**config.mk**
```make
export PLATFORM = sky130hd
export DESIGN_NAME = svpwm_sqrt
export DESIGN_NICKNAME = d
export VERILOG_FILES = /design/src/svpwm_pkg.sv /design/src/svpwm_sqrt.sv
export SDC_FILE = /design/constraint.sdc
export NUM_CORES = 1
export LEC_CHECK = 0
export ABC_AREA = 1
export BUFFER_PORTS_ARGS = -buffer_cell sky130_fd_sc_hd__buf_4
export CAP_MARGIN = 20
export CORE_MARGIN = 10
export CORE_UTILIZATION = 55
export CTS_BUF_LIST = sky130_fd_sc_hd__clkbuf_8
export CTS_CLUSTER_SIZE = 16
export DETAILED_ROUTE_END_ITERATION = 10
export HOLD_SLACK_MARGIN = 0.03
export PLACE_DENSITY = 0.76
export SYNTH_ARGS = -nofsm -noshare
export SYNTH_HDL_FRONTEND = slang
export SYNTH_SLANG_ARGS = --single-unit
```
**constraint.sdc**
```tcl
create_clock -name clk -period 4.8 [get_ports clk]
set_input_delay 0.24 -clock clk [delete_from_list [all_inputs] [get_ports clk]]
set_output_delay 0.24 -clock clk [all_outputs]
set_load 0.01 [all_outputs]
```
**src/svpwm_pkg.sv**
```systemverilog
// Shared types and constants for the min-max injection SVPWM duty pipeline.
package svpwm_pkg;

  localparam int DATA_WIDTH_DEF = 16;
  localparam logic [14:0] LIMIT_DEFAULT = 15'd28378;
  localparam logic [16:0] SQRT3_HALF_Q16 = 17'd56756;
  localparam logic [15:0] ONE_Q15 = 16'd32768;

  // Configuration register indexes
  localparam logic REG_MAX_MOD = 1'b0;
  localparam logic REG_AUTO_SCALE = 1'b1;

  // Item data carried alongside the magnitude and scale units
  typedef struct packed {
    logic signed [15:0] al;
    logic signed [15:0] be;
    logic [14:0]        lim;
    logic               over;
    logic               aut;
  } side_t;

endpackage

```
**src/svpwm_sqrt.sv**
```systemverilog
// Pipelined rounded integer square root, two root bits per stage.
module svpwm_sqrt
  import svpwm_pkg::*;
(
  input  logic        clk,
  input  logic        rst,
  input  logic        adv,
  input  logic        in_vld,
  input  logic [31:0] x,
  input  side_t       in_side,
  output logic        out_vld,
  output logic [15:0] m,
  output side_t       out_side
);

  localparam int NSTG = 8;

  logic        vld_q  [NSTG];
  logic [15:0] root_q [NSTG];
  logic [19:0] rem_q  [NSTG];
  logic [31:0] x_q    [NSTG];
  side_t       side_q [NSTG];

  for (genvar s = 0; s < NSTG; s++) begin : g_stg
    logic        src_vld;
    logic [15:0] src_root;
    logic [19:0] src_rem;
    logic [31:0] src_x;
    side_t       src_side;
    logic [15:0] root_next;
    logic [19:0] rem_next;

    if (s == 0) begin : g_first
      assign src_vld  = in_vld;
      assign src_root = '0;
      assign src_rem  = '0;
      assign src_x    = x;
      assign src_side = in_side;
    end else begin : g_rest
      assign src_vld  = vld_q[s-1];
      assign src_root = root_q[s-1];
      assign src_rem  = rem_q[s-1];
      assign src_x    = x_q[s-1];
      assign src_side = side_q[s-1];
    end

    // Bring down two radicand bits per step, try the next root bit
    always_comb begin
      logic [19:0] trial;
      root_next = src_root;
      rem_next  = src_rem;
      for (int t = 0; t < 2; t++) begin
        rem_next = {rem_next[17:0], src_x[2*(15-2*s-t)+1], src_x[2*(15-2*s-t)]};
        trial = {2'b00, root_next, 2'b01};
        if (rem_next >= trial) begin
          rem_next  = rem_next - trial;
          root_next = {root_next[14:0], 1'b1};
        end else begin
          root_next = {root_next[14:0], 1'b0};
        end
      end
    end

    always_ff @(posedge clk) begin
      if (rst) begin
        vld_q[s] <= 1'b0;
      end else if (adv) begin
        vld_q[s] <= src_vld;
      end
      if (adv) begin
        root_q[s] <= root_next;
        rem_q[s]  <= rem_next;
        x_q[s]    <= src_x;
        side_q[s] <= src_side;
      end
    end
  end

  // Round to nearest: step up when the remainder exceeds the root
  always_ff @(posedge clk) begin
    if (rst) begin
      out_vld <= 1'b0;
    end else if (adv) begin
      out_vld <= vld_q[NSTG-1];
    end
    if (adv) begin
      if (rem_q[NSTG-1] > {4'b0000, root_q[NSTG-1]}) begin
        m <= 16'(root_q[NSTG-1] + 16'd1);
      end else begin
        m <= root_q[NSTG-1];
      end
      out_side <= side_q[NSTG-1];
    end
  end

endmodule

```
Word-level counts from Yosys, hierarchy flattened
Memories as Yosys holds them, arrays and structs flattened. A register that Yosys moved wholly into a read port is not among the register bits.
Index checks and enable logic that the tools add are counted.
- bits in registers: 16
- bits in writable memories: 944
- memories: 5
- memory list (name ; depth ; width ; read ports ; clocked after Yosys merged registers in ; write ports ; RTL line ; source):
    side_q ; 8 ; 49 ; 8 ; 1 ; 8 ; svpwm_sqrt.sv:22 ; side_t side_q [NSTG];
    x_q ; 8 ; 32 ; 7 ; 0 ; 8 ; svpwm_sqrt.sv:21 ; logic [31:0] x_q [NSTG];
    rem_q ; 8 ; 20 ; 8 ; 0 ; 8 ; svpwm_sqrt.sv:20 ; logic [19:0] rem_q [NSTG];
    root_q ; 8 ; 16 ; 8 ; 0 ; 8 ; svpwm_sqrt.sv:19 ; logic [15:0] root_q [NSTG];
    vld_q ; 8 ; 1 ; 8 ; 1 ; 8 ; svpwm_sqrt.sv:18 ; logic vld_q [NSTG];
- add/sub/neg operators: 17
- order comparisons: 17
- muxes and demuxes: 47
- bitwise gates (word level): 8
- operators with widths (kind ; count):
    >= comparator 20 x 18 -> 1 bit ; 14
    2-to-1 mux 20 bit ; 8
    2-to-1 mux 18 bit ; 8
    subtractor 20 x 18 -> 20 bit ; 7
    subtractor 18 bit ; 7
    2-to-1 mux 1 bit ; 30
    >= comparator 20 x 3 -> 1 bit ; 1
    greater-than comparator 20 x 16 -> 1 bit ; 1
    subtractor 20 x 3 -> 20 bit ; 1
    adder 16 x 1 -> 16 bit (second input constant) ; 1
    2-to-1 mux 16 bit ; 1
    OR 1 bit ; 8
    subtractor 2 x 1 -> 3 bit (second input constant) ; 1
    >= comparator 2 x 1 -> 1 bit (second input constant) ; 1

Logic depth before layout (Yosys ltp)
An unclocked memory read counts as a cell.
- word-level depth: 5
- mapped depth: 28
- gate-level depth less buffers: 26

Worst setup path before layout
No wires, ideal clock.
- path type: register to register
- start point: memory rem_q[5][9], in the netlist rem_q[1][29]
- end point: memory rem_q[6][12], in the netlist rem_q[1][52], data pin
- library setup time: 0.252 ns
- arrival time: 3.414 ns
- data required time: 4.548 ns
- slack: 1.134 ns
- cell stages (with the launch flop): 24
- path buffers: 4
- path through: edfxtp_1 -> ha_1 -> a21oi_1 -> nand2_1 -> nand2_1 -> nand3_1 -> nor2_1 -> nand2_2 -> inv_1 -> clkbuf_1 -> buf_2 -> nand2_1 -> o21ai_0 -> ha_1 -> a21oi_1 -> o21a_1 -> o221a_2 -> nand3_1 -> nand2_1 -> nand2_1 -> buf_4 -> buf_6 -> nand2_1 -> nand2_1
- RTL lines (element ; RTL line):
    start, declared ; svpwm_sqrt.sv:20

==> key figures <==
STA
  • RSZ-0062 raised after global routing: no
  • Hold Violations, Final: 0
  • Relative slew slack: 0.489
  • Final Critical Period: 4.32 ns
  • Worst Clk Skew: 0.0732 ns
  • FMAX: 231 MHz
  • Final period utilization: 0.900
  • Slew @ Worst Pin: 0.766 ns
  • Final TNS setup: 0 ns
  • Fin. max-slew vios: 0
  • Setup violations, final: 0

Placement
  • Placement-stage cell area: 40300 µm²
  • GPL Wtd Cong: 0.935
  • IO buf count: 150
  • DPL Wire Length: 58500 µm

Detailed routing
  • First drt pass iteration count: 6
  • Vias: 25600
  • Post-DR vias/cell: 5.17
  • WL final: 81000 µm
  • Drt drc: 0
  • Antenna viol nets, final: 0
  • 1st-iter DRT viols: 1893
  • Wire length per cell: 16.3 µm

Final layout
  • Syn-to-layout area delta: 15.1%
  • Fillers: 5401
  • Total Nets Final: 4176
  • Register cell area after layout: 23700 µm²
  • Share of layout cells above drive strength 1: 0.123
  • Fin area: 43700 µm²
  • Multi-input logic area: 12400 µm²

Global route
  • Vias in the first global route: 25000
  • All-Layer GR Usage: 0.203
  • First-pass GRT wire length: 128000 µm
  • Initial antenna violation count: 2
  • Largest net degree at the start of global routing: 147
  • Total grt overflow: 0

Die
  • Boundary Pins: 151
  • Die height: 283 µm
  • Core area: 68600 µm²
  • Full die area: 80000 µm²
  • Die W: 283 µm
  • Floorplan row count: 96
  • Initial Util: 0.554

Worst setup path
  • Crit-path cells: inv_1, ha_1, nand2_1, nor2_1, nand2_1, nand3_1, nor2_1, nand2_2, inv_1, o21ai_0, ha_1, nand2_1, nor2_1, inv_1, o221a_2, nand3_1, nand2_1, nand2_1, inv_2, nand2_1, nand2_1
  • Most frequent CP cell: nand2_1
  • Setup CP Type: reg -> reg
  • CP Launch Type: register
  • Max incr delay on CP: 0.47 ns
  • CP Max Fanout: 21
  • CP max stage cell: edfxtp_1
  • Crit path capture type: register
  • CP arrival: 4.85 ns
  • Worst endpoint required time: 5.33 ns

Yosys
  • EDFF count, synth: 787
  • Syn Std Cell Area: 38000 µm²
  • Register area share after synthesis: 0.622
  • Top FF cell, synth: edfxtp_1
  • Library cells used by synthesis: 54
  • Yosys reg bits: 788
  • Syn avg cell area: 10.7 µm²
  • Mapped Cells: 3565
  • Synth async-reset ratio: 0
  • YS warnings: 0

Hold path
  • HP Class: in -> reg

Clocking
  • Post-CTS setup buffers: 0
  • CTS Sinks: 788
  • Htree depth: 4
  • Clk root buf: clkbuf_8
  • CTS resizes: 0
  • Clk_lat worst skew: 0.81 ns
  • Total CTS buffers: 131
  • Clock slew at reported path FFs: 0.06 ns
  • CTS Buffer Depth: 3
  • CTS tree: yes

Run status
  • Status: completed

Pwr
  • Power per standard cell area: 468 nW/µm²
  • Worst vdd ir: 260 µV
  • Pleak: 18.7 nW
  • Total chip power: 0.0205 W

Flow run
  • Max_cap viols: 0
logic make-up after synthesis:
logic type                 count (synthesis)  synth area share
xor gates and xnor gates                 126            0.0292
DFF                                      788             0.622
AOI/OAI and AO/OA                        367            0.0532
buffers and inverters                    481            0.0510
other                                      1         0.0000987
adders and majority gates                168            0.0553
and+or+nand+nor                         1634             0.189
synth_stat cells (8+ instances only):
cell type,n,area share
nand2_1,907,0.090
edfxtp_1,787,0.62
inv_1,417,0.041
nor2_1,275,0.027
nand3_1,219,0.029
ha_1,168,0.055
a21oi_1,161,0.021
o21ai_0,132,0.017
xor2_1,89,0.021
nand4_1,65,0.011
nor3_1,38,0.0050
xnor2_1,36,0.0083
inv_2,33,0.0033
nand2_2,25,0.0041
nand3_2,20,0.0053
nand3b_1,18,0.0036
nor2_2,15,0.0025
buf_6,14,0.0041
or2_2,14,0.0023
o21ai_1,12,0.0016
o21bai_1,12,0.0024
nor2_4,10,0.0030
a31oi_1,8,0.0013
nor4_1,8,0.0013
worst paths after layout:
check,from,to,slack [ns],depth (start not counted)
worst max-delay path,root_q[1][27],rem_q[1][50],0.48,21
worst min-delay path,in_side[13],side_q[0][13],0.15,2
worst max register to register,root_q[1][27],rem_q[1][50],0.48,21
worst min register to register,side_q[3][13],side_q[4][13],0.38,0
registers in the layout, summed over array words and instances, names as in the netlist:
name and cells:
root_q 72, x_q 112, rem_q 138, vld_q 8, out_vld 1, out_side 49
side_q 392, m 16
stage by stage:
| stage | cells | hold WS [ns] | util | setup slack [ns] |
|---|---|---|---|---|
| 4_1_cts | 4957 | 0.0665 | 0.638 | 0.531 |
| 5_1_grt | 4959 | 0.111 | 0.638 | 0.0353 |
| 3_3_place_gp | 4633 | 0.400 | 0.587 | 0.583 |
| 6_report | 4959 | 0.151 | 0.638 | 0.479 |
| 3_5_place_dp | 4633 | 0.405 | 0.587 | 0.554 |
| 2_1_floorplan | 3566 | 0.309 | - | 1.13 |
placed cells by master (no fill, tap or decap), types with 15 or more instances in the layout:
cell,n
ha_1,168
dlygate4sd3_1,88
nand3b_1,18
xnor2_1,36
nand4_1,65
clkinv_1,25
nor2_1,275
inv_1,449
clkbuf_8,133
edfxtp_1,787
buf_4,161
a21oi_1,161
inv_2,33
o21ai_0,132
nand2_2,25
nand2_1,907
nor2_2,15
xor2_1,89
nand3_2,20
nand3_1,219
nor3_1,38
clkinv_2,25
power breakdown:
group	internal, W	leakage [nW]	switching, W
combinational	0.00196	9.55	0.00373
sequential	0.00856	7.65	0.000376
clock	0.00301	1.46	0.00281
critical path: cells and delay by family (launching register included):
kind	cells	cell delay [ns]
buffers and inverters	4	0.81
AO/OA/AOI/OAI	2	0.57
AND/OR/NAND/NOR	13	1.51
adder cells (fa/ha/maj)	2	0.71
flip-flops	1	0.47
layer usage:
layer,vias up,GRT usage,routed length (µm)
met4,0,0.0732,2080
li1,12900,-,-
met5,-,0,0
met1,11900,0.256,34700
met3,145,0.0420,4740
met2,658,0.343,39400
timing repair:
action	4_1_cts	5_1_grt
hold buffers	88	0
endpoints found under the setup margin	0	0
endpoints found under the hold margin	174	0
area by class of cell:
type,instances,share of cell area
sequential,788,0.541
multi-input combinational,2297,0.284
timing repair buffer,255,0.0504
clock buffer,133,0.0419
inverter,450,0.0386
tap,931,0.0266
clock inverter,103,0.0174
antenna,2,0.000114
Note: power is estimated with default switching activity, not from simulation.
