==> config.mk <==
export PLATFORM = sky130hd
export DESIGN_NAME = svpwm_div
export DESIGN_NICKNAME = d
export VERILOG_FILES = /design/src/svpwm_pkg.sv /design/src/svpwm_div.sv
export SDC_FILE = /design/constraint.sdc
export NUM_CORES = 1
export LEC_CHECK = 0
export ABC_CLOCK_PERIOD_IN_PS = 7900
export BUFFER_PORTS_ARGS = -buffer_cell sky130_fd_sc_hd__buf_2
export CORE_MARGIN = 2
export CORE_UTILIZATION = 55
export CTS_CLUSTER_DIAMETER = 50
export DETAILED_ROUTE_END_ITERATION = 8
export HOLD_SLACK_MARGIN = 0.15
export PLACE_DENSITY = 0.72
export RECOVER_POWER = 25
export SYNTH_ARGS = -nofsm -noshare
export SYNTH_HDL_FRONTEND = slang
export SYNTH_SLANG_ARGS = --single-unit
==> constraint.sdc <==
create_clock -name clk -period 7.9 [get_ports clk]
set_input_delay 0.79 -clock clk [delete_from_list [all_inputs] [get_ports clk]]
set_output_delay 0.79 -clock clk [all_outputs]
set_load 0.005 [all_outputs]
==> src/svpwm_pkg.sv <==
// Shared types and constants for the min-max injection SVPWM duty pipeline.
package svpwm_pkg;

  localparam int DATA_WIDTH_DEF = 16;
  localparam logic [14:0] LIMIT_DEFAULT = 15'd28378;
  localparam logic [16:0] SQRT3_HALF_Q16 = 17'd56756;
  localparam logic [15:0] ONE_Q15 = 16'd32768;

  // Configuration register indexes
  localparam logic REG_MAX_MOD = 1'b0;
  localparam logic REG_AUTO_SCALE = 1'b1;

  // Item data carried alongside the magnitude and scale units
  typedef struct packed {
    logic signed [15:0] al;
    logic signed [15:0] be;
    logic [14:0]        lim;
    logic               over;
    logic               aut;
  } side_t;

endpackage

==> src/svpwm_div.sv <==
// Pipelined restoring divider for the scale, round(lim*32768/m), up to two bits per stage.
module svpwm_div
  import svpwm_pkg::*;
(
  input  logic        clk,
  input  logic        rst,
  input  logic        adv,
  input  logic        in_vld,
  input  logic [15:0] m,
  input  side_t       in_side,
  output logic        out_vld,
  output logic [16:0] q,
  output side_t       out_side
);

  localparam int QBITS = 17;
  localparam int NSTG  = (QBITS + 1) / 2;

  // Prepare numerator lim*65536+m and divisor 2m
  logic        p_vld;
  logic [16:0] p_low;
  logic [17:0] p_rem;
  logic [16:0] p_den;
  side_t       p_side;

  always_ff @(posedge clk) begin
    logic [31:0] num;
    num = {1'b0, in_side.lim, 16'h0000} + {16'h0000, m};
    if (rst) begin
      p_vld <= 1'b0;
    end else if (adv) begin
      p_vld <= in_vld;
    end
    if (adv) begin
      p_low  <= num[16:0];
      p_rem  <= {3'b000, num[31:17]};
      p_den  <= {m, 1'b0};
      p_side <= in_side;
    end
  end

  logic        vld_q  [NSTG];
  logic [16:0] low_q  [NSTG];
  logic [17:0] rem_q  [NSTG];
  logic [16:0] den_q  [NSTG];
  logic [16:0] quo_q  [NSTG];
  side_t       side_q [NSTG];

  for (genvar s = 0; s < NSTG; s++) begin : g_stg
    logic        src_vld;
    logic [16:0] src_low;
    logic [17:0] src_rem;
    logic [16:0] src_den;
    logic [16:0] src_quo;
    side_t       src_side;
    logic [17:0] rem_next;
    logic [16:0] quo_next;

    if (s == 0) begin : g_first
      assign src_vld  = p_vld;
      assign src_low  = p_low;
      assign src_rem  = p_rem;
      assign src_den  = p_den;
      assign src_quo  = '0;
      assign src_side = p_side;
    end else begin : g_rest
      assign src_vld  = vld_q[s-1];
      assign src_low  = low_q[s-1];
      assign src_rem  = rem_q[s-1];
      assign src_den  = den_q[s-1];
      assign src_quo  = quo_q[s-1];
      assign src_side = side_q[s-1];
    end

    // Shift in the next numerator bit and subtract where it fits
    always_comb begin
      rem_next = src_rem;
      quo_next = src_quo;
      for (int t = 0; t < 2; t++) begin
        if (2*s + t < QBITS) begin
          rem_next = {rem_next[16:0], src_low[QBITS-1-(2*s+t)]};
          if (rem_next >= {1'b0, src_den}) begin
            rem_next = rem_next - {1'b0, src_den};
            quo_next = {quo_next[15:0], 1'b1};
          end else begin
            quo_next = {quo_next[15:0], 1'b0};
          end
        end
      end
    end

    always_ff @(posedge clk) begin
      if (rst) begin
        vld_q[s] <= 1'b0;
      end else if (adv) begin
        vld_q[s] <= src_vld;
      end
      if (adv) begin
        low_q[s]  <= src_low;
        rem_q[s]  <= rem_next;
        den_q[s]  <= src_den;
        quo_q[s]  <= quo_next;
        side_q[s] <= src_side;
      end
    end
  end

  assign out_vld  = vld_q[NSTG-1];
  assign q        = quo_q[NSTG-1];
  assign out_side = side_q[NSTG-1];

endmodule

After elaboration in Yosys (flattened, before gate mapping). Memory sizes are Yosys's and may differ from the RTL's. Cells that the tools add are included.

Bits in registers: 98. Memory bits (writable): 1071. Input bits: 69. Output and inout bits: 67. Memories: 6.

$add $sub $neg: 18. Magnitude comparators: 17. Multiplexer cells: 49. Bitwise logic cells: 9.

Memories: side_q (depth 9, width 49, read ports 9, clocked after memory_dff 0, write ports 9, line svpwm_div.sv:47) `side_t side_q [NSTG];`; rem_q (depth 9, width 18, read ports 8, clocked after memory_dff 0, write ports 9, line svpwm_div.sv:44) `logic [17:0] rem_q [NSTG];`; den_q (depth 9, width 17, read ports 8, clocked after memory_dff 0, write ports 9, line svpwm_div.sv:45) `logic [16:0] den_q [NSTG];`; low_q (depth 9, width 17, read ports 8, clocked after memory_dff 0, write ports 9, line svpwm_div.sv:43) `logic [16:0] low_q [NSTG];`; quo_q (depth 9, width 17, read ports 9, clocked after memory_dff 0, write ports 9, line svpwm_div.sv:46) `logic [16:0] quo_q [NSTG];`; vld_q (depth 9, width 1, read ports 9, clocked after memory_dff 0, write ports 9, line svpwm_div.sv:42) `logic vld_q [NSTG];`.

Operators by type and width (number): $ge A18 B17 Y1 (16); $mux W18 (9); $sub A18 B17 Y18 (9); $mux W17 (8); $sub A17 B17 Y17 (7); $add A31 B16 Y32 (1); $mux W1 (32); $ge A16 B17 Y1 (1); $sub A16 B17 Y17 (1); $or A1 B1 Y1 (9).

Depth between registers and ports, before layout. Gate-level depths: netlist of run 1. An unclocked memory read counts as a cell.

Depth in word-level cells: 5. Depth in mapped cells: 25. Depth with buffers taken out: 22.

Worst setup path before layout of run 1. Ideal clock, no wire load.

Path type: register to register. Start: register g_stg[0].src_side[3] (netlist name). End: memory rem_q[0][10] (data pin). Setup time: 260 ps. Arrival time: 5311 ps. Required time: 7640 ps. Path slack: 2329 ps. Stages on the path, launching flop included: 25. Period minus slack after synthesis: 5571 ps. Cells stage by stage: edfxtp_1 inv_1 ha_1 inv_1 fa_1 a211oi_1 o21ai_0 a31oi_1 o41ai_1 a31oi_1 nor3_1 clkbuf_1 clkbuf_1 mux2i_1 ha_1 nor2b_1 o31ai_1 a21oi_1 a211oi_1 a21oi_1 nand3_1 a21oi_1 a211oi_2 buf_2 mux2_2.

RTL lines (line): end, declared (svpwm_div.sv:44).

==> results of run 1 <==
==> cells by family after synthesis <==
group           after synthesis
flops                       861
compound gates              604
simple gates                543
fa+ha+maj                   285
buf+inv                     233
xor+xnor                    193
mux                         193
==> placed cells by master (no fill, tap or decap), types with 37 or more instances in the layout <==
master     count
edfxtp_1     860
o21ai_0      112
mux2_2       168
a21oi_1      205
nand4_1       37
buf_2        122
nand2_1      119
inv_1        201
a21o_1        55
clkbuf_16     97
xnor2_1      140
nor2_1       173
nor3_1        48
ha_1         269
xor2_1        53
==> sequential cells by signal, indices dropped and copies added, names as in the netlist <==
register,count
low_q,128
g_stg.src_vld,1
side_q,441
g_stg.src_side,48
g_stg.src_rem,1
vld_q,9
rem_q,128
g_stg.src_low,16
quo_q,89
==> critical path: stages, from the launching register on <==
cell and delay (ns):
edfxtp_1 0.39, inv_1 0.10, ha_1 0.27, a21oi_1 0.27, nand2_1 0.09, o22ai_1 0.37
o21ai_1 0.13, o211ai_1 0.18, and3_1 0.80, mux2i_1 0.45, ha_1 0.31, nor2b_1 0.15
o31ai_1 0.33, a21oi_1 0.17, a21oi_1 0.36, o21ai_0 0.20, a221o_1 0.33, a21o_1 0.20
a221oi_4 0.74, mux2_2 0.41
==> per-layer routing <==
layer	share of wire [%]	track usage, %	vias to the layer above	wire length (um)
li1	-	-	11488	-
met5	0	0	-	0
met4	3.5	8.36	0	2760
met3	4.6	3.28	168	3630
met1	43	26.2	11378	33800
met2	49	35.7	589	39300
==> power by group <==
group	switching (W)	internal (W)
Sequential	0.000323	0.00621
Clock	0.00186	0.00257
Combinational	0.00552	0.00492
==> through the flow <==
| step | instances | area, sq um | power, W | utilization [%] |
|---|---|---|---|---|
| after floorplan | 2912 | 40800 | 0.0147 | - |
| after global placement | 3990 | 42700 | 0.0166 | 58.4 |
| after detailed placement | 3990 | 42700 | 0.0169 | 58.4 |
| after CTS | 4165 | 46000 | 0.0215 | 62.8 |
| after global routing | 4165 | 45900 | 0.0229 | 62.8 |
| final | 4165 | 45900 | 0.0214 | 62.8 |
==> final cells by class <==
| class | count | area (sq um) |
|---|---|---|
| Clock buffer | 109 | 2470 |
| Clock inverter | 66 | 774 |
| Multi-Input combinational cell | 1818 | 14100 |
| Sequential cell | 861 | 25800 |
| Timing Repair Buffer | 151 | 828 |
| Inverter | 201 | 754 |
| Fill cell | 5357 | 27300 |
| Tap cell | 959 | 1200 |
==> worst paths after layout <==
kind | start | cells past startpoint | to | slack (ns)
hold reg to reg | side_q[0][117] | 0 | side_q[0][166] | 0.38
hold / removal | in_side[31] | 1 | g_stg[0].src_side[31] | 0.30
setup / recovery | low_q[0][4] | 19 | rem_q[0][30] | 1.32
setup reg to reg | low_q[0][4] | 19 | rem_q[0][30] | 1.32
==> flow_metrics.py, run 1 <==
metrics = {
    "synth": {
        "synth-adder-area-share_pct": 9.03,
        "synthXorXnorAreaFrac_pct": 4.14,
        "synth_area_leaders": "edfxtp_1 (63%), ha_1 (8.2%), mux2_2 (4.6%), xnor2_1 (3.0%), a21oi_1 (2.5%)",
        "netlist_area_sq_um": 40800,
        "synth_warnings": 0,
        "ys_seq_area_share_pct": 63.3,
        "synthSimpleGateAreaFrac_pct": 6.38,
        "ys_ff_latch": 861,
        "synth_compound_area_share_pct": 9.66,
        "yosysTopAreaCell": "edfxtp_1",
        "synth_cell_types": 78,
        "syn_nets": 3266,
        "avgSynthCellArea_sq_um": 14.0,
        "synthMuxAreaShare_pct": 5.27,
        "synth-edff-count": 860,
        "async_flop_share_pct": 0,
        "ys_top_cells_by_count": "edfxtp_1 (860), ha_1 (269), a21oi_1 (205)",
        "yosysMostFrequentCell": "edfxtp_1",
        "synth_top_family_by_area": "compound AO/OA/AOI/OAI gates",
        "ys.flop_type": "edfxtp_1",
        "syn_inst": 2912,
        "synth_top_cell_area_share_pct": 63.3,
    },
    "routing": {
        "drcViolationCount": 0,
        "routed-via-count": 23623,
        "drtIter0Drc": 1623,
        "drt-wirelength-per-cell_um": 19.1,
        "firstDrtPassIters": 6,
        "routed_wl_um": 79500,
        "antenna_left": 0,
        "routed_via_density": 5.67,
    },
    "clock_tree": {
        "cts-resized-gates": 0,
        "cts_root_buf": "clkbuf_16",
        "cts.path.max_buffers": 3,
        "cts_tree": "yes",
        "insertion_delay_ns": 0.67,
        "cts-hold-fix-buffers": 0,
        "htree_num_levels": 3,
        "post_cts_buffers": 0,
        "cts.sinks": 861,
        "clk_pin_slew_ns": 0.06,
        "cts_made_buffers": 97,
    },
    "worst_setup_path": {
        "critical_path_class": "reg -> reg",
        "worstPathMaxFanout": 24,
        "endpoint_kind": "flop",
        "worstPathRequired_ns": 8.26,
        "worst_ep_arrival_time_ns": 6.94,
        "critPathLaunchType": "flop",
    },
    "global_routing": {
        "grt_max_degree": 182,
        "grt_pass1_vias": 24200,
        "grt.total_usage_pct": 20.7,
        "overflow": 0,
        "grt_pass1_wl_um": 127000,
        "grt_antenna_before_repair": 2,
    },
    "placement": {
        "dp_slack_ns": 1.43,
        "gp_congestion": 0.896,
        "port_buffers": 135,
        "hpwl_um": 56200,
    },
    "sta": {
        "fin_ws_ns": 1.32,
        "fin_skew_ns": 0.0528,
        "finalHoldViolations": 0,
        "fmax_ghz": 0.152,
        "tightest_slew_ns": 1.20,
        "tns_ns": 0,
        "relSlewSlack_pct": 20.0,
        "fin_hold_ws_ns": 0.295,
        "rsz0062_at_grt": "no",
        "fin_crit_sh_pct": 83.3,
        "period_minus_slack_ns": 6.58,
        "setup_viol": 0,
        "maxSlewViolCount": 0,
    },
    "job": {
        "maxCapViolations": 0,
    },
    "floorplan": {
        "core_sq_um": 73200,
        "ios": 136,
        "dieHeight_um": 276,
        "die_area_sq_um": 76400,
        "die_w_um": 276,
        "start_util_pct": 55.7,
        "rows": 99,
    },
    "layout": {
        "nets": 3484,
        "antenna_cells": 0,
        "area_growth_syn_to_layout_pct": 12.6,
        "drive_gt1_share_pct": 15.2,
    },
    "pwr": {
        "peakVddDrop_v": 0.000284,
        "power_density_nw_per_um2": 466,
        "p_leak_nw": 17.5,
    },
    "hold_path": {
        "hp-class": "in -> reg",
    },
    "run_status": {
        "outcome": "completed",
    },
}
Note: power is estimated with default switching activity, not from simulation.
==> inputs of run 2 (changes only) <==
Settings changed: ABC_CLOCK_PERIOD_IN_PS 7900 to 6300.
Clock period 7.9 ns to 6.3 ns, I/O delays scaled along.
==> run 2 against run 1 <==
Compared with the run above: power rose by 27%; worst hold slack lost 0.089 ns; core utilization up 1.0 points; non-clock buffer count is 69 higher; wire length grew 1.1%; die area stayed put; critical path type unchanged; highest routed layer unchanged.
==> flow_metrics.py, run 2 (same netlist as run 1, synthesis figures left out) <==
metrics = {
    "layout": {
        "area_growth_syn_to_layout_pct": 14.4,
        "mostFrequentLayoutCells": "edfxtp_1 (860), ha_1 (269), a21oi_1 (205)",
        "final_common_cell": "edfxtp_1",
        "regMostFlops": "side_q",
        "largest_reg_flops": 441,
        "drive_gt1_share_pct": 15.4,
        "largest_registers": "side_q: 441 flops, low_q: 128 flops, rem_q: 128 flops",
        "nets": 3554,
    },
    "run_status": {
        "outcome": "completed",
    },
    "routing": {
        "routed-via-count": 24096,
        "routed_wl_um": 80400,
        "drcViolationCount": 0,
        "drtIter0Drc": 1620,
        "antenna_left": 0,
        "routed_via_density": 5.69,
        "drt-wirelength-per-cell_um": 19.0,
        "firstDrtPassIters": 5,
    },
    "sta": {
        "rsz0062_at_grt": "no",
        "fin_hold_ws_ns": 0.206,
        "fmax_ghz": 0.171,
        "fin_ws_ns": 0.441,
        "maxSlewViolCount": 0,
        "setup_viol": 0,
        "period_minus_slack_ns": 5.86,
        "fin_crit_sh_pct": 93.0,
        "relSlewSlack_pct": 32.7,
        "fin_skew_ns": 0.0792,
        "tightest_slew_ns": 1.01,
        "finalHoldViolations": 0,
        "tns_ns": 0,
    },
    "floorplan": {
        "die_w_um": 276,
        "rows": 99,
        "core_sq_um": 73200,
        "start_util_pct": 55.7,
        "ios": 136,
        "die_area_sq_um": 76400,
        "dieHeight_um": 276,
    },
    "clock_tree": {
        "cts.sinks": 861,
        "cts_tree": "yes",
        "clk_pin_slew_ns": 0.06,
        "cts.path.max_buffers": 3,
        "cts_made_buffers": 98,
        "cts_root_buf": "clkbuf_16",
        "insertion_delay_ns": 0.67,
        "post_cts_buffers": 0,
        "htree_num_levels": 3,
    },
    "placement": {
        "port_buffers": 135,
        "hpwl_um": 56900,
        "gp_congestion": 0.896,
        "dp_slack_ns": 0.417,
    },
    "worst_setup_path": {
        "critPathLaunchType": "flop",
        "worstPathMaxFanout": 17,
        "critical_path_class": "reg -> reg",
        "worst_ep_arrival_time_ns": 6.26,
        "worstPathRequired_ns": 6.70,
        "endpoint_kind": "flop",
    },
    "global_routing": {
        "grt_max_degree": 179,
        "overflow": 0,
        "grt_antenna_before_repair": 2,
        "grt_pass1_vias": 24413,
        "grt_pass1_wl_um": 128000,
        "grt.total_usage_pct": 20.9,
    },
    "job": {
        "maxCapViolations": 0,
    },
    "hold_path": {
        "hp-class": "in -> reg",
    },
    "pwr": {
        "total_power_w": 0.0271,
        "peakVddDrop_v": 0.000336,
        "p_leak_nw": 17.9,
        "power_density_nw_per_um2": 580,
    },
}
## run 2: power by group
group          switching, W  leakage (nW)  internal, W  total (W)
Clock               0.00233          1.59      0.00328    0.00561
Sequential         0.000418          8.42      0.00779    0.00820
Combinational       0.00698          7.86      0.00630     0.0133
Total               0.00973          17.9       0.0174     0.0271
## run 2: worst paths after layout
path                               startpoint  slack, ns               end  cells after the start
worst max-delay path             low_q[0][86]       0.44     rem_q[0][116]                     21
worst min-delay path                   in_vld       0.21  g_stg[0].src_vld                      3
worst max register to register   low_q[0][86]       0.44     rem_q[0][116]                     21
worst min register to register  quo_q[0][130]       0.34     quo_q[0][148]                      0
## run 2: layer usage
metal,vias to the layer above,global-route usage (%),part of all wire [%]
met5,-,0,0
met4,0,7.17,3.1
met3,174,2.87,4.7
met2,671,36.6,50
met1,11634,26.8,42
li1,11617,-,-
## run 2: cell type report
cell class / count / area (sq um)
Antenna cell: 1 / 2.50
Clock buffer: 110 / 2520
Clock inverter: 68 / 791
Fill cell: 5281 / 26500
Inverter: 201 / 754
Multi-Input combinational cell: 1818 / 14100
Sequential cell: 861 / 25800
Tap cell: 959 / 1200
Timing Repair Buffer: 220 / 1510
## run 2: what timing repair did
| item | in CTS | in global routing |
|---|---|---|
| endpoints found under the setup margin | 0 | 16 |
| endpoints found under the hold margin | 56 | 1 |
| gates resized for setup | 0 | 2 |
| hold buffers | 56 | 1 |
## run 2: critical path, cell delays in order, from the launching register on
cell and delay, ns:
edfxtp_1 0.45, inv_1 0.21, ha_1 0.28, nor2b_1 0.13
o21ai_0 0.29, a21oi_1 0.20, o31ai_1 0.43, nand2b_1 0.16
a211o_1 0.54, nor2_1 0.17, a21oi_1 0.08, ha_1 0.38
a21o_1 0.20, a211oi_1 0.25, nor2_1 0.10, o41ai_1 0.35
buf_4 0.20, a221o_1 0.19, o211ai_1 0.11, a211oi_2 0.31
buf_12 0.20, mux2_2 0.35
## run 2: per-stage QoR
stage	std cells	cell area, sq um	utilization, %
floorplan	2912	40800	-
global placement	4002	42800	58.5
detailed placement	4002	42800	58.5
CTS	4236	46700	63.8
global route	4238	46700	63.8
finish	4238	46700	63.8
==> inputs of run 3 (changes only) <==
Settings changed: CORE_UTILIZATION 55 to 60, CTS_BUF_LIST from default to sky130_fd_sc_hd__clkbuf_8, PLACE_DENSITY 0.72 to 0.77.
==> run 3 against run 2 <==
Compared with the run above: flip-flop and latch count unchanged; fmax down 1.2%; core utilization up 4.6 points; wire length down 1.3%; power down 3.8%; combinational power about the same; register-to-register slack worse by 0.07 ns; clock skew down 0.034 ns; critical path depth down 1; sequential power about the same; largest power group unchanged.
==> flow_metrics.py, run 3 (same netlist as run 1, synthesis figures left out) <==
metrics = {
    "worst_setup_path": {
        "timing.rr.start": "low_q[0][4]",
        "worstPathRequired_ns": 6.82,
        "endpoint_kind": "flop",
        "r2r_setup_slack_ns": 0.37,
        "startpoint": "low_q[0][4]",
        "critical_path_buf_inv_count": 2,
        "critPathTopFamily": "compound AO/OA/AOI/OAI gates",
        "slowest_stage": "and3_1",
        "worstPathMaxFanout": 17,
        "crit_top_cell": "a21oi_1",
        "worst_ep_arrival_time_ns": 6.45,
        "critPathLaunchType": "flop",
        "critical_path_class": "reg -> reg",
        "cp_cell_sequence": "inv_1 -> ha_1 -> a21oi_1 -> nand2_1 -> o22ai_2 -> o21ai_1 -> o211ai_1 -> and3_1 -> mux2i_1 -> ha_1 -> nor2b_1 -> o31ai_1 -> a21oi_1 -> a21oi_1 -> o21ai_0 -> a221o_1 -> a21o_1 -> a221oi_4 -> buf_4 -> mux2_2",
        "worst_path_largest_cell_delay_ns": 0.44,
    },
    "hold_path": {
        "min_from": "side_q[0][84]",
        "hp-class": "reg -> reg",
    },
    "sta": {
        "rsz0062_at_grt": "no",
        "tightest_slew_ns": 1.08,
        "fin_ws_ns": 0.370,
        "maxSlewViolCount": 0,
        "fin_skew_ns": 0.0448,
        "fmax_ghz": 0.169,
        "finalHoldViolations": 0,
        "setup_viol": 0,
        "fin_crit_sh_pct": 94.1,
        "tns_ns": 0,
        "relSlewSlack_pct": 28.1,
        "period_minus_slack_ns": 5.93,
    },
    "floorplan": {
        "start_util_pct": 60.7,
        "core_sq_um": 67300,
        "dieHeight_um": 265,
        "die_w_um": 265,
        "ios": 136,
        "rows": 95,
        "die_area_sq_um": 70100,
    },
    "layout": {
        "largest_reg_flops": 441,
        "final_common_cell": "edfxtp_1",
        "area_growth_syn_to_layout_pct": 12.8,
        "nets": 3606,
        "regMostFlops": "side_q",
        "mostFrequentLayoutCells": "edfxtp_1 (860), ha_1 (269), inv_1 (232)",
        "nFillCells": 4506,
        "design_area_sq_um": 46000,
        "drive_gt1_share_pct": 16.3,
        "largest_registers": "side_q: 441 flops, low_q: 128 flops, rem_q: 128 flops",
    },
    "pwr": {
        "p_leak_nw": 17.8,
        "peakVddDrop_v": 0.000280,
        "power_density_nw_per_um2": 567,
        "p_switching_w": 0.00971,
        "p_clk_share_pct": 17.3,
        "intPower_w": 0.0164,
        "switching_share_pct": 37.2,
        "seq_power_share_pct": 31.4,
        "combPwrFrac_pct": 51.3,
    },
    "clock_tree": {
        "cts_made_buffers": 141,
        "clk_pin_slew_ns": 0.06,
        "cts.path.max_buffers": 3,
        "insertion_delay_ns": 0.81,
        "cts_root_buf": "clkbuf_8",
        "cts_tree": "yes",
        "cts.sinks": 861,
        "htree_num_levels": 4,
    },
    "routing": {
        "routed-via-count": 24327,
        "routed_via_density": 5.77,
        "drtIter0Drc": 1776,
        "antenna_left": 0,
        "routed_wl_um": 79400,
        "drt-wirelength-per-cell_um": 18.8,
        "drcViolationCount": 0,
        "firstDrtPassIters": 6,
    },
    "job": {
        "maxCapViolations": 0,
    },
    "global_routing": {
        "grt_pass1_wl_um": 126000,
        "overflow": 0,
        "grt_pass1_vias": 24909,
        "grt_max_degree": 180,
        "grt_antenna_before_repair": 1,
        "grt.total_usage_pct": 22.8,
    },
    "placement": {
        "gp_congestion": 0.955,
        "port_buffers": 135,
        "hpwl_um": 56300,
        "dp_slack_ns": 0.418,
        "post_dp_cell_area_sq_um": 42700,
    },
    "run_status": {
        "outcome": "completed",
    },
}
==> run 3: cell types whose count changed in the layout (fill, tap and decap cells not counted), moves of 3 or more <==
cell / change
buf_2: +9
bufinv_16: -4
clkbuf_1: -20
clkbuf_16: -99
clkbuf_8: +141
clkinv_1: +8
clkinv_16: -5
clkinv_2: +4
clkinv_4: -3
dlygate4sd3_1: +10
inv_1: +31
inv_12: +5
inv_6: -8
inv_8: -5
==> run 3: power by group through the flow <==
stage / combinational (W) / sequential (W) / clock (W)
finish: 0.0134 / 0.00819 / 0.00452
floorplan: 0.0104 / 0.00812 / 0
CTS: 0.0132 / 0.00819 / 0.00465
global route: 0.0147 / 0.00826 / 0.00488
global placement: 0.0125 / 0.00827 / 0
detailed placement: 0.0130 / 0.00830 / 0
==> run 3: area by class of cell <==
class / instances / area, sq um / area share (%)
inverters: 201 / 754 / 1.64
repair buffers: 229 / 1610 / 3.50
clock inverters: 94 / 672 / 1.46
well taps: 873 / 1090 / 2.37
clock buffers: 141 / 1940 / 4.22
multi-input cells: 1818 / 14100 / 30.6
flip-flops and latches: 861 / 25800 / 56.2
diodes: 1 / 2.50 / 0.00544
==> run 3: routing by layer <==
metal	track usage (%)	vias to the layer above	share of wire, %
met1	28.4	11679	42
met3	4.48	209	4.9
met4	10.4	0	3.7
li1	-	11718	-
met5	0	-	0
met2	38.8	721	50
==> run 3: path summary, 6_finish.rpt <==
| kind | end | cells past startpoint |
|---|---|---|
| setup / recovery | rem_q[0][30] | 20 |
| hold / removal | side_q[0][133] | 0 |
| setup reg to reg | rem_q[0][30] | 20 |
| hold reg to reg | side_q[0][133] | 0 |
==> run 3: repair_timing <==
action	CTS	global route
endpoints found under the setup margin	0	31
hold endpoints to repair	66	0
gates resized for setup	0	5
setup buffers	0	0
hold buffers	67	0
==> run 3: through the flow <==
step                hold WS [ns]  utilization [%]  total power, W  instances
floorplan                  0.400                -          0.0185       2912
detailed placement         0.405             63.5          0.0213       3915
finish                     0.386             68.4          0.0261       4218
global route               0.370             68.4          0.0278       4218
CTS                        0.365             68.4          0.0260       4217
global placement           0.400             63.5          0.0207       3915
